### config.mk
export PLATFORM = sky130hd
export DESIGN_NAME = bne_ctrl
export DESIGN_NICKNAME = d
export VERILOG_FILES = /design/src/bne_pkg.sv /design/src/bne_ctrl.sv
export SDC_FILE = /design/constraint.sdc
export NUM_CORES = 1
export LEC_CHECK = 0
export BUFFER_PORTS_ARGS = -buffer_cell sky130_fd_sc_hd__clkbuf_2
export CORE_AREA = 2 2 39 41
export CTS_CLUSTER_SIZE = 30
export DETAILED_ROUTE_END_ITERATION = 16
export DIE_AREA = 0 0 41 43
export SLEW_MARGIN = 5
export SYNTH_ARGS = -nofsm -noshare
export SYNTH_HDL_FRONTEND = slang
export SYNTH_SLANG_ARGS = --single-unit
### constraint.sdc
create_clock -name clk -period 2.4 [get_ports clk]
set_input_delay 0 -clock clk [delete_from_list [all_inputs] [get_ports clk]]
set_output_delay 0 -clock clk [all_outputs]
set_load 0.05 [all_outputs]
### src/bne_pkg.sv
// Shared types, codes, constants and a saturation helper function for the backprop neuron engine.
// Used by bne_ctrl, bne_datapath and the top level; depends on nothing else.
`default_nettype none
package bne_pkg;
	localparam int IDX_W = 8;
	localparam int VAL_W = 16;
	localparam int ACC_W = 40;
	localparam int REG_W = 13;
	localparam int MAX_INPUTS_DEF = 256;
	localparam logic [REG_W-1:0] LR_RESET = 13'd1229;
	localparam logic [REG_W-1:0] MOM_RESET = 13'd2048;
	localparam logic [12:0] Q_ONE = 13'd4096;

	// tanh over [0, 4.0) in Q3.12: span is 14 bits, split into segments
	localparam int TANH_SEGMENTS = 64;
	localparam int SPAN_W = 14;
	localparam int SEG_W = $clog2(TANH_SEGMENTS);
	localparam int FRAC_W = SPAN_W - SEG_W;

	localparam logic [12:0] TANH_PTS [0:TANH_SEGMENTS] = '{
		13'd0,    13'd256,  13'd509,  13'd759,  13'd1003, 13'd1240, 13'd1468, 13'd1686,
		13'd1893, 13'd2088, 13'd2272, 13'd2443, 13'd2602, 13'd2748, 13'd2883, 13'd3007,
		13'd3119, 13'd3222, 13'd3315, 13'd3399, 13'd3475, 13'd3543, 13'd3604, 13'd3659,
		13'd3707, 13'd3751, 13'd3790, 13'd3825, 13'd3856, 13'd3883, 13'd3908, 13'd3929,
		13'd3949, 13'd3966, 13'd3981, 13'd3994, 13'd4006, 13'd4016, 13'd4026, 13'd4034,
		13'd4041, 13'd4048, 13'd4053, 13'd4058, 13'd4063, 13'd4067, 13'd4070, 13'd4073,
		13'd4076, 13'd4078, 13'd4080, 13'd4082, 13'd4084, 13'd4085, 13'd4086, 13'd4088,
		13'd4089, 13'd4089, 13'd4090, 13'd4091, 13'd4091, 13'd4092, 13'd4092, 13'd4093,
		13'd4093
	};

	// request codes
	localparam logic [2:0] REQ_FWD   = 3'd0;
	localparam logic [2:0] REQ_OGRAD = 3'd1;
	localparam logic [2:0] REQ_HGRAD = 3'd2;
	localparam logic [2:0] REQ_UPD   = 3'd3;
	localparam logic [2:0] REQ_LOAD  = 3'd4;

	// result kinds
	localparam logic [1:0] KIND_OUT  = 2'd0;
	localparam logic [1:0] KIND_GRAD = 2'd1;
	localparam logic [1:0] KIND_WGT  = 2'd2;

	// register index (paddr bit 2)
	localparam logic REG_LR  = 1'b0;
	localparam logic REG_MOM = 1'b1;

	typedef struct packed {
		logic accept;
		logic p1;
		logic p2;
		logic p3;
		logic p4;
		logic p5;
		logic p6;
		logic emit;
	} bne_cmd_t;

	typedef struct packed {
		logic has_result;
		logic out_busy;
	} bne_stat_t;

	function automatic logic signed [VAL_W-1:0] sat16(input logic signed [63:0] v);
		if (v > 64'sd32767)
			return 16'sh7fff;
		else if (v < -64'sd32768)
			return 16'sh8000;
		else
			return v[VAL_W-1:0];
	endfunction
endpackage
`default_nettype wire

### src/bne_ctrl.sv
// Sequencer for the neuron engine: walks each accepted beat through six
// datapath phases and a result slot. Depends on bne_pkg.
`default_nettype none
module bne_ctrl (
	input  wire logic               clk,
	input  wire logic               arst_n,
	input  wire logic               s_tvalid,
	output logic                    s_tready,
	input  wire bne_pkg::bne_stat_t stat,
	output bne_pkg::bne_cmd_t       cmd
);
	import bne_pkg::*;

	typedef enum logic [7:0] {
		ST_IDLE = 8'b0000_0001,
		ST_P1   = 8'b0000_0010,
		ST_P2   = 8'b0000_0100,
		ST_P3   = 8'b0000_1000,
		ST_P4   = 8'b0001_0000,
		ST_P5   = 8'b0010_0000,
		ST_P6   = 8'b0100_0000,
		ST_DONE = 8'b1000_0000
	} state_t;

	state_t state_q, state_d;
	logic   stall;

	// hold a beat with a result in the result slot while the output register is still occupied
	assign stall = stat.has_result && stat.out_busy;

	always_comb begin
		state_d = state_q;
		unique case (state_q)
			ST_IDLE: if (s_tvalid) state_d = ST_P1;
			ST_P1:   state_d = ST_P2;
			ST_P2:   state_d = ST_P3;
			ST_P3:   state_d = ST_P4;
			ST_P4:   state_d = ST_P5;
			ST_P5:   state_d = ST_P6;
			ST_P6:   state_d = ST_DONE;
			ST_DONE: if (!stall) state_d = ST_IDLE;
			default: state_d = ST_IDLE;
		endcase
	end

	always_ff @(posedge clk or negedge arst_n) begin
		if (!arst_n)
			state_q <= ST_IDLE;
		else
			state_q <= state_d;
	end

	assign s_tready   = (state_q == ST_IDLE);
	assign cmd.accept = (state_q == ST_IDLE) && s_tvalid;
	assign cmd.p1     = (state_q == ST_P1);
	assign cmd.p2     = (state_q == ST_P2);
	assign cmd.p3     = (state_q == ST_P3);
	assign cmd.p4     = (state_q == ST_P4);
	assign cmd.p5     = (state_q == ST_P5);
	assign cmd.p6     = (state_q == ST_P6);
	assign cmd.emit   = (state_q == ST_DONE) && !stall;

`ifndef SYNTHESIS
	a_accept_p1: assert property (@(posedge clk) disable iff (!arst_n)
		cmd.accept |=> state_q == ST_P1)
		else $error("accepted beat did not start phase 1");
	a_hold_done: assert property (@(posedge clk) disable iff (!arst_n)
		(state_q == ST_DONE && stall) |=> state_q == ST_DONE)
		else $error("left result slot while output was busy");
	a_emit_idle: assert property (@(posedge clk) disable iff (!arst_n)
		cmd.emit |=> state_q == ST_IDLE)
		else $error("no return to idle after result slot");
`endif
endmodule
`default_nettype wire

==> qor.yml <==
grt_usage: 0.126
clock_sinks: 8
syn-cell-area_um2: 443
drtIter0Drc: 9
overflow: 0
largest_reg_flops: 8
syn_nets: 51
place.gp.congestion: 0.673
dr.pass1.iters: 4
synth.distinct_cells: 21
die_h_um: 43
syn_avg_cell_area_um2: 9.63
fp-row-count: 14
slowest_stage: "dfrtp_1"
cts_root_buf: "clkbuf_4"
wl_per_cell_um: 10.7
slew_headroom: 0.802
min_period_ns: 1.85
fin_util: 0.410
path_clk_slew_ns: 0.06
synth_flop_cell: "dfrtp_1"
end_kind: "primary output"
finalSetupTns_ns: 0
cts.htree.levels: 1
antenna_found_initial: 0
skew_ns: 0.00478
grt_pass1_wl_um: 1440
maxSlewViolCount: 0
synthArstFlopShare: 1.00
synthCells: 46
period_share: 0.772
worst_pin_slew_ns: 0.295
finalWirelength_um: 853
numCtsBuffers: 3
cts_tree: "done"
whs_ns: 0.0589
cap_violations: 0
power.leakage_nw: 0.252
critical_path_arrival_ns: 1.85
fmax_ghz: 0.540
vias: 400
port-buffer-count: 13
hpwl_um: 662
grt_max_degree: 9
grt_pass1_vias: 350
cts_hold_buf: 2
yosys-top-cells-area: "dfrtp_1 40%, nor3b_1 10%, dfstp_2 5.9%"
max_stage_delay_ns: 0.42
synth-edff-count: 0
reg_top3: "state_q (8)"
final_cells: 80
clkLatencyLatePin_ns: 0.25
hold_viol: 0
seq_area_frac_synth: 0.455
yosysWarnings: 0
drtAntennaViolNets: 0
viasPerCell: 5.00
layout_common_cells: "13 x clkbuf_2, 7 x nor2_1, 7 x dfrtp_1"
cts_setup_buffers: 0
cp_max_fo: 5
synth_top_area_share: 0.395
regMostFlops: "state_q"
cts-resized-gates: 0
fin_nets: 70
outcome: "completed"
vdd_drop_max_v: 0.000340
power_density_mw_per_mm2: 1100
crit_type: "flop to primary output"
drive_gt1_frac: 0.359
core_area_mm2: 0.00138
ys_ff_latch: 8
cts.path.max_buffers: 2
die_w_um: 41
drc: 0
rsz0062_at_grt: "false"
n_antenna_cell: 0
initial_core_util: 0.320
pin_count: 14
start_kind: "flop"
setup_viol: 0
cp_data_required_time_ns: 2.40
hp-class: "input port to flop"
cp_cell_sequence: "nor4_2, nand2_1, a2111oi_2, clkbuf_2"
area_growth_pct: 28.0
dieArea_mm2: 0.00176
placed_cells: 74
mostFrequentLayoutCell: "clkbuf_2"
synth_top_area_cell: "dfrtp_1"
-- cells in the mapped netlist (2+ instances only) --
master    count
nand2_1       3
nor4_1        2
nor2_2        2
nand3b_1      2
inv_1         3
nor2_1        7
nor3b_1       6
a31oi_1       2
dfrtp_1       7
-- per-stage QoR --
| stage | setup slack, ns | total power [mW] | instance area, um2 |
|---|---|---|---|
| 2_1_floorplan | 0.0329 | 0.452 | 443 |
| 3_3_place_gp | 0.840 | 0.510 | 520 |
| 3_5_place_dp | 0.816 | 0.512 | 520 |
| 4_1_cts | 0.525 | 0.628 | 567 |
| 5_1_grt | 0.397 | 0.678 | 567 |
| 6_report | 0.547 | 0.622 | 567 |
-- power breakdown --
part,internal (mW),leakage (nW),switching [mW]
clock,0.0637,0.0150,0.0476
sequential,0.166,0.107,0.0342
combinational,0.0951,0.130,0.215
-- final timing paths --
path | startpoint | slack [ns] | cells after the start | end
max reg2reg | state_q[1] | 1.04 | 4 | state_q[5]
min reg2reg | state_q[5] | 0.57 | 1 | state_q[5]
min in group asynchronous | arst_n | 0.12 | 2 | state_q[2]
max | state_q[2] | 0.55 | 4 | cmd[0]
max in group asynchronous | arst_n | 2.03 | 2 | state_q[0]
min | stat[1] | 0.06 | 3 | state_q[7]
-- per-layer routing --
metal,GRT usage,wire length [um],vias up
met4,0.100,0,0
met3,0.0471,45,0
met2,0.175,409,15
li1,-,-,201
met5,0,0,-
met1,0.148,397,184
-- kinds of logic (layout without fill, tap and decap cells) --
family	after synthesis	after routing	share of synthesized area
DFF	8	8	0.455
buffers and inverters	4	22	0.0424
AOI/OAI and AO/OA	5	5	0.0932
and+or+nand+nor	28	28	0.390
xor gates and xnor gates	1	1	0.0198
-- layout make-up --
cell class | instances | area, um2
Inverter | 3 | 11.3
Clock buffer | 4 | 26.3
Sequential cell | 8 | 201
Multi-Input combinational cell | 34 | 223
Fill cell | 146 | 817
Timing Repair Buffer | 15 | 85.1
Tap cell | 16 | 20.0
-- worst max-delay path: cells and delay by family (launching register included) --
kind / cells / cell delay (ns)
DFF: 1 / 0.42
buffers and inverters: 1 / 0.33
AOI/OAI and AO/OA: 1 / 0.34
and+or+nand+nor: 2 / 0.52
(Power assumes the default switching activity.)
